`src/rtl/vbsp_pkg.sv`:
```
// Package with the constants and types shared by the varint bit scanner.
package vbsp_pkg;

   // Default limit on the number of bytes in one number.
   localparam int DEFAULT_MAX_BYTES = 16;

   // Byte format constants.
   localparam logic [7:0] GROUP_VALUE_MASK = 8'h7F;
   localparam int         CONT_BIT         = 7;
   localparam int         BYTE_BITS        = 8;
   localparam int         GROUP_BITS       = 7;

   // Saturation limits of the running state.
   localparam logic [6:0] INDEX_MAX  = 7'h7F;
   localparam logic [7:0] OFFSET_MAX = 8'hFF;
   localparam logic [7:0] COUNT_MAX  = 8'hFF;

   // Value reported for the bit indexes of a zero number.
   localparam logic [7:0] NO_BIT_SET = 8'hFF;

   // Widths of the request and result words.
   localparam int REQ_DATA_WIDTH = 8;
   localparam int RSP_DATA_WIDTH = 32;

   // Result fields before they are packed into the result word.
   typedef struct packed {
      logic       too_long;
      logic [7:0] last_set;
      logic [7:0] first_set;
      logic [7:0] pop_count;
   } result_type;

endpackage

```
`src/rtl/varint_bit_scan_popcount.sv`:
```
// Top level of the varint bit scanner: population count and lowest/highest set bit.
//
// Usage: numbers arrive one byte per request on the req_ channel, least
// significant byte first. req_tuser selects the format of each byte: 0 means a
// 7-bit group whose bit 7 says more bytes follow, 1 means a plain 8-bit byte
// whose end is marked by req_tlast (req_tlast is ignored for group bytes).
// When the final byte of a number is accepted, one result goes out on the rsp_
// channel: population count, index of the lowest and of the highest set bit
// (0xFF when the number is zero) and a too_long flag for numbers with more
// than MAX_BYTES bytes. Bytes beyond MAX_BYTES are not scanned.
// Throughput is one byte per cycle while req_tready is high: each byte is
// scanned by a short combinational path into the running count registers. The
// result is valid in the cycle after its final byte is accepted, held in the
// result register.
// When the receiver stalls, the result register holds its word; a new byte is
// still taken as long as the result register is empty or being emptied in the
// same cycle, so req_tready drops only while a result waits and rsp_tready is
// low.
// Synchronous reset clears the running state and the result valid flag; no
// clearing pass is needed.
module varint_bit_scan_popcount
   import vbsp_pkg::*;
#(
   parameter int MAX_BYTES = DEFAULT_MAX_BYTES
) (
   input  logic                      clock,
   input  logic                      reset,
   input  logic                      req_tvalid,
   output logic                      req_tready,
   // Fields from bit 0: data_byte[7:0].
   input  logic [REQ_DATA_WIDTH-1:0] req_tdata,
   // Fields from bit 0: plain_bytes.
   input  logic                      req_tuser,
   input  logic                      req_tlast,
   output logic                      rsp_tvalid,
   input  logic                      rsp_tready,
   // Fields from bit 0: pop_count[7:0], first_set[15:8], last_set[23:16],
   // too_long[24], zeros above.
   output logic [RSP_DATA_WIDTH-1:0] rsp_tdata
);

   localparam int CountWidth = $clog2(MAX_BYTES + 1);
   localparam logic [CountWidth-1:0] ByteLimit = CountWidth'(MAX_BYTES);

   // Running state of the number being scanned.
   logic [7:0]            bit_offset_ff, bit_offset_in;
   logic [7:0]            ones_so_far_ff, ones_so_far_in;
   logic                  seen_one_ff, seen_one_in;
   logic [6:0]            lowest_index_ff, lowest_index_in;
   logic [6:0]            highest_index_ff, highest_index_in;
   logic [CountWidth-1:0] bytes_seen_ff, bytes_seen_in;
   logic                  overflowed_ff, overflowed_in;

   // Result register.
   logic                  rsp_valid_ff, rsp_valid_in;
   result_type            result_ff, result_in;

   // Byte scan signals.
   logic                  req_fire;
   logic                  scan_enable;
   logic                  number_done;
   logic [7:0]            value_bits;
   logic [3:0]            byte_ones;
   logic                  byte_has_one;
   logic [2:0]            low_pos;
   logic [2:0]            high_pos;
   logic [6:0]            low_index;
   logic [6:0]            high_index;
   logic [8:0]            ones_sum;
   logic [8:0]            offset_sum;

   // A byte is taken when the result register is free or being emptied.
   assign req_tready = !rsp_valid_ff || rsp_tready;
   assign req_fire   = req_tvalid && req_tready;

   // Bytes past the limit are counted as overflow and not scanned.
   assign scan_enable = bytes_seen_ff < ByteLimit;
   assign value_bits  = req_tuser ? req_tdata : (req_tdata & GROUP_VALUE_MASK);
   assign number_done = req_tuser ? req_tlast : !req_tdata[CONT_BIT];

   // Population count and lowest/highest set position of this byte.
   always_comb begin
      logic [3:0] count;
      logic       found;
      count    = '0;
      found    = 1'b0;
      low_pos  = '0;
      high_pos = '0;
      for (int k = 0; k < BYTE_BITS; k++) begin
         if (value_bits[k]) begin
            count    = count + 4'd1;
            high_pos = 3'(k);
            if (!found) begin
               low_pos = 3'(k);
            end
            found = 1'b1;
         end
      end
      byte_ones    = count;
      byte_has_one = found;
   end

   // Absolute bit indexes, saturated at the widest index.
   always_comb begin
      logic [8:0] low_sum;
      logic [8:0] high_sum;
      low_sum    = {1'b0, bit_offset_ff} + {6'd0, low_pos};
      high_sum   = {1'b0, bit_offset_ff} + {6'd0, high_pos};
      low_index  = (low_sum > {2'd0, INDEX_MAX}) ? INDEX_MAX : low_sum[6:0];
      high_index = (high_sum > {2'd0, INDEX_MAX}) ? INDEX_MAX : high_sum[6:0];
   end

   assign ones_sum   = {1'b0, ones_so_far_ff} + {5'd0, byte_ones};
   assign offset_sum = {1'b0, bit_offset_ff}
                     + (req_tuser ? 9'(BYTE_BITS) : 9'(GROUP_BITS));

   // Next running state and result word.
   always_comb begin
      logic [7:0]            offset_next;
      logic [7:0]            ones_next;
      logic                  seen_next;
      logic [6:0]            lowest_next;
      logic [6:0]            highest_next;
      logic [CountWidth-1:0] bytes_next;
      logic                  over_next;

      offset_next  = bit_offset_ff;
      ones_next    = ones_so_far_ff;
      seen_next    = seen_one_ff;
      lowest_next  = lowest_index_ff;
      highest_next = highest_index_ff;
      bytes_next   = bytes_seen_ff;
      over_next    = overflowed_ff;

      if (scan_enable) begin
         bytes_next  = bytes_seen_ff + CountWidth'(1);
         offset_next = offset_sum[8] ? OFFSET_MAX : offset_sum[7:0];
         ones_next   = ones_sum[8] ? COUNT_MAX : ones_sum[7:0];
         if (byte_has_one) begin
            if (!seen_one_ff) begin
               lowest_next = low_index;
            end
            seen_next    = 1'b1;
            highest_next = high_index;
         end
      end else begin
         over_next = 1'b1;
      end

      result_in.pop_count = ones_next;
      result_in.first_set = seen_next ? {1'b0, lowest_next} : NO_BIT_SET;
      result_in.last_set  = seen_next ? {1'b0, highest_next} : NO_BIT_SET;
      result_in.too_long  = over_next;

      bit_offset_in    = bit_offset_ff;
      ones_so_far_in   = ones_so_far_ff;
      seen_one_in      = seen_one_ff;
      lowest_index_in  = lowest_index_ff;
      highest_index_in = highest_index_ff;
      bytes_seen_in    = bytes_seen_ff;
      overflowed_in    = overflowed_ff;
      rsp_valid_in     = rsp_valid_ff && !rsp_tready;

      if (req_fire) begin
         if (number_done) begin
            bit_offset_in    = '0;
            ones_so_far_in   = '0;
            seen_one_in      = 1'b0;
            lowest_index_in  = '0;
            highest_index_in = '0;
            bytes_seen_in    = '0;
            overflowed_in    = 1'b0;
            rsp_valid_in     = 1'b1;
         end else begin
            bit_offset_in    = offset_next;
            ones_so_far_in   = ones_next;
            seen_one_in      = seen_next;
            lowest_index_in  = lowest_next;
            highest_index_in = highest_next;
            bytes_seen_in    = bytes_next;
            overflowed_in    = over_next;
         end
      end
   end

   // Control and running state registers.
   always_ff @(posedge clock) begin
      if (reset) begin
         bit_offset_ff    <= '0;
         ones_so_far_ff   <= '0;
         seen_one_ff      <= 1'b0;
         lowest_index_ff  <= '0;
         highest_index_ff <= '0;
         bytes_seen_ff    <= '0;
         overflowed_ff    <= 1'b0;
         rsp_valid_ff     <= 1'b0;
      end else begin
         bit_offset_ff    <= bit_offset_in;
         ones_so_far_ff   <= ones_so_far_in;
         seen_one_ff      <= seen_one_in;
         lowest_index_ff  <= lowest_index_in;
         highest_index_ff <= highest_index_in;
         bytes_seen_ff    <= bytes_seen_in;
         overflowed_ff    <= overflowed_in;
         rsp_valid_ff     <= rsp_valid_in;
      end
   end

   // Result payload register, loaded when a number ends.
   always_ff @(posedge clock) begin
      if (req_fire && number_done) begin
         result_ff <= result_in;
      end
   end

   assign rsp_tvalid = rsp_valid_ff;
   assign rsp_tdata  = {{(RSP_DATA_WIDTH - $bits(result_type)){1'b0}}, result_ff};

   // A group byte without continuation always produces a result next cycle.
   a_group_end_gives_result: assert property (@(posedge clock) disable iff (reset)
      req_fire && !req_tuser && !req_tdata[CONT_BIT] |=> rsp_valid_ff)
      else $error("group end byte did not produce a result");

   // The byte counter never passes the limit.
   a_bytes_bounded: assert property (@(posedge clock) disable iff (reset)
      bytes_seen_ff <= ByteLimit)
      else $error("byte counter passed the limit");

   // Overflow is only flagged once the byte limit is reached.
   a_overflow_at_limit: assert property (@(posedge clock) disable iff (reset)
      overflowed_ff |-> bytes_seen_ff == ByteLimit)
      else $error("overflow flagged below the byte limit");

   // Without a set bit the running count stays zero.
   a_no_bits_no_count: assert property (@(posedge clock) disable iff (reset)
      !seen_one_ff |-> ones_so_far_ff == '0)
      else $error("count is nonzero with no set bit seen");

   // The highest set bit is never below the lowest one.
   a_index_order: assert property (@(posedge clock) disable iff (reset)
      rsp_valid_ff && result_ff.first_set != NO_BIT_SET
         |-> result_ff.last_set >= result_ff.first_set)
      else $error("highest index below lowest index");

   // A zero result reports both indexes as missing.
   a_zero_result: assert property (@(posedge clock) disable iff (reset)
      rsp_valid_ff && result_ff.pop_count == '0
         |-> result_ff.first_set == NO_BIT_SET && result_ff.last_set == NO_BIT_SET)
      else $error("zero number reported a set bit");

endmodule

```
`config.mk`:
```
export PLATFORM = sky130hd
export DESIGN_NAME = varint_bit_scan_popcount
export DESIGN_NICKNAME = d
export VERILOG_FILES = /design/src/rtl/vbsp_pkg.sv /design/src/rtl/varint_bit_scan_popcount.sv
export SDC_FILE = /design/constraint.sdc
export NUM_CORES = 1
export LEC_CHECK = 0
export BUFFER_PORTS_ARGS = -buffer_cell sky130_fd_sc_hd__clkbuf_2
export CELL_PAD_IN_SITES_DETAIL_PLACEMENT = 1
export CELL_PAD_IN_SITES_GLOBAL_PLACEMENT = 1
export CORE_ASPECT_RATIO = 1.5
export CORE_UTILIZATION = 30
export DETAILED_ROUTE_END_ITERATION = 8
export PLACE_DENSITY_LB_ADDON = 0.1
export SYNTH_ARGS = -nofsm -noshare
export SYNTH_HDL_FRONTEND = slang
export SYNTH_SLANG_ARGS = --single-unit
export TNS_END_PERCENT = 10
```
`constraint.sdc`:
```
create_clock -name clock -period 4.75 [get_ports clock]
set_clock_uncertainty 0.2 [all_clocks]
set_input_delay 0.2375 -clock clock [delete_from_list [all_inputs] [get_ports clock]]
set_output_delay 0.2375 -clock clock [all_outputs]
set_load 0.01 [all_outputs]
```
==> reports/metrics.yaml <==
cts_tree: "built"
viasPerCell: 5.08
yosysMostFrequentCell: "a21oi_1"
p_int_uw: 1210
rsz0062_at_grt: "yes"
hold_start: "rsp_tready"
die_area_mm2: 0.0144
stdcell_count: 692
synthesis.area_mm2: 0.00417
core_area_mm2: 0.0135
initial_core_util: 0.308
cts_buffers: 9
run_status: "complete, but fails checks"
fin_ws_ps: -3.87
diodes: 0
hold_depth: 3
nets: 567
synth.area.top_cells: "dfxtp_1, edfxtp_1, ha_1"
p_switching_uw: 535
p_clk_frac: 0.348
slew_headroom: 0.446
synth_area_leader_cell: "dfxtp_1"
worstSetupPathType: "in -> reg"
ios: 48
drive_above_1_share: 0.255
worst_r2r_startpoint: "bit_offset_ff[1]"
ff2ff_path_depth: 8
clockBufferDepth: 2
cp-end-kind: "flip-flop"
hold_violations: 0
post-route-period-util: 1.00
tns_ps: -3.87
cts-root-buf: "clkbuf_16"
clkSinkCount: 62
slew_viol_final: 0
synth_area_per_cell_um2: 8.95
holdPathEnd: "rsp_tvalid"
h-tree-depth: 3
synth_seq_cells: 62
drv_cap: 0
ir_drop_v: 0.000169
synth_cells: 466
grt_pass1_wl_um: 19100
yosysUniqueCellTypes: 66
synth-warning-count: 0
grtUsageTotal: 0.168
sw_frac_of_total: 0.306
rrSetupSlack_ps: 2150
grt_pass1_vias: 3860
combPwrFrac: 0.299
p_per_area_mw_per_mm2: 341
worstMarginPinSlew_ps: 831
grt_max_degree: 35
total_power_uw: 1750
dp_cells: 669
ant_nets: 0
crit_required_ps: 4740
dr.pass1.iters: 6
synth_top_area_share: 0.182
gp_congestion: 0.836
synthArstFlopShare: 0
synth_flop_cell: "dfxtp_1"
cp_max_fo: 3
violations: "setup timing"
routed_wl_um: 11200
clk_latency_ps: 330
clk_pin_slew_worst_paths_ps: 60
ys_seq_area_frac: 0.355
rows: 52
dp_hpwl_um: 8440
setup_viol: 1
hp-class: "in -> reg"
r2r_end: "rsp_tdata[18]"
antenna_found_initial: 0
layout_min_cycle_time_ps: 4750
critPathLaunchType: "primary input"
die_x_um: 98.3
drtIter0Drc: 98
num_vias: 3512
worstPathArrival_ps: 4740
synth-edff-count: 24
routedWlPerCell_um: 16.2
timing.fmax_mhz: 210
p_leak_uw: 0.00201
area_growth_pct: 22.6
die-height_um: 146
gr-total-overflow: 0
seq_power_share: 0.352
ys_top_cells_by_count: "a21oi_1, nor2_1, nand2_1, dfxtp_1, inv_1"
route.detailed.drc: 0
port_buffers: 40
[state kept, by name, indices dropped and copies added (netlist names)]
signal	count
highest_index_ff	7
rsp_tvalid	1
bytes_seen_ff	5
seen_one_ff	1
bit_offset_ff	8
ones_so_far_ff	8
lowest_index_ff	7
overflowed_ff	1
rsp_tdata	24
[cell families after synthesis]
family                   Yosys count  share of synthesized area
XOR/XNOR                          26                     0.0645
other                              1                   0.000899
buffers and inverters             59                     0.0693
adder cells (fa/ha/maj)           28                     0.0912
multiplexers                       8                     0.0231
AND/OR/NAND/NOR                  157                      0.193
AO/OA/AOI/OAI                    125                      0.203
flip-flops                        62                      0.355
[power groups by stage]
stage	sequential, µW	clock, µW	combinational (µW)
final	615	608	523
after CTS	616	624	504
after floorplan	631	0	329
after detailed placement	627	0	478
after global placement	625	0	464
after global routing	619	640	584
[cell type report]
type | instances | area, µm²
multi-input combinational | 351 | 2590
tap | 162 | 203
fill | 1582 | 8420
clock inverter | 5 | 33.8
sequential | 62 | 1480
clock buffer | 11 | 243
timing repair buffer | 70 | 442
inverter | 31 | 120
[cells in the final DEF, fill, tap and decap left out, types with 9 or more instances in the layout]
master and n:
inv_1 28, nand2_1 37, dfxtp_1 38, xnor2_1 15
nor3_1 19, nor2_1 40, edfxtp_1 24, clkbuf_2 39
buf_4 28, o21ai_0 11, a21oi_1 44, clkbuf_16 9
nand2b_1 9, ha_1 19
[how the worst max path moves through the flow]
stage	slack, ps	depth (start not counted)	from	to
finish	-4	24	req_tdata[0]	ones_so_far_ff[4]
global route	-180	24	req_tdata[0]	ones_so_far_ff[4]
CTS	10	22	req_tdata[0]	rsp_tdata[5]
detailed placement	-540	23	req_tdata[0]	ones_so_far_ff[5]
global placement	-380	23	req_tdata[0]	ones_so_far_ff[5]
floorplan	-140	21	req_tdata[0]	rsp_tdata[5]
[repair_timing]
item	CTS	global route
pin swaps	7	15
endpoints found under the hold margin	1	0
endpoints found under the setup margin	5	16
cloned	0	0
setup buffers	6	0
gates resized for setup	6	23
hold buffers	1	0
[critical path, cell delays in order]
cell,delay (ps)
buf_8,80
clkinvlp_4,130
ha_4,250
xor2_2,140
ha_1,320
nand2_2,90
o31ai_4,80
ha_4,230
nor2b_4,120
nor2b_2,50
ha_1,280
a22o_1,260
ha_4,260
mux2_4,280
ha_4,240
mux2_4,290
fa_2,360
a21o_1,200
a21oi_2,180
buf_4,160
nor2_4,30
mux2_4,310
a22oi_2,110
nor2_1,60
[metrics by stage]
| step | util | hold WS, ps | cell area [µm²] | setup WS [ps] |
|---|---|---|---|---|
| after floorplan | - | 178 | 4240 | -142 |
| after global placement | 0.343 | 234 | 4640 | -382 |
| after detailed placement | 0.343 | 247 | 4640 | -537 |
| after CTS | 0.370 | 54.7 | 5010 | 12.7 |
| after global routing | 0.378 | 109 | 5120 | -178 |
| final | 0.378 | 61.8 | 5120 | -3.87 |
[routing by layer]
metal | up-vias | global-route usage | wire (µm)
li1 | 1754 | - | -
met1 | 1707 | 0.170 | 4430
met2 | 40 | 0.338 | 6370
met3 | 11 | 0.0254 | 223
met4 | 0 | 0.0590 | 196
met5 | - | 0 | 0
Power figures use the tool's default switching activity.
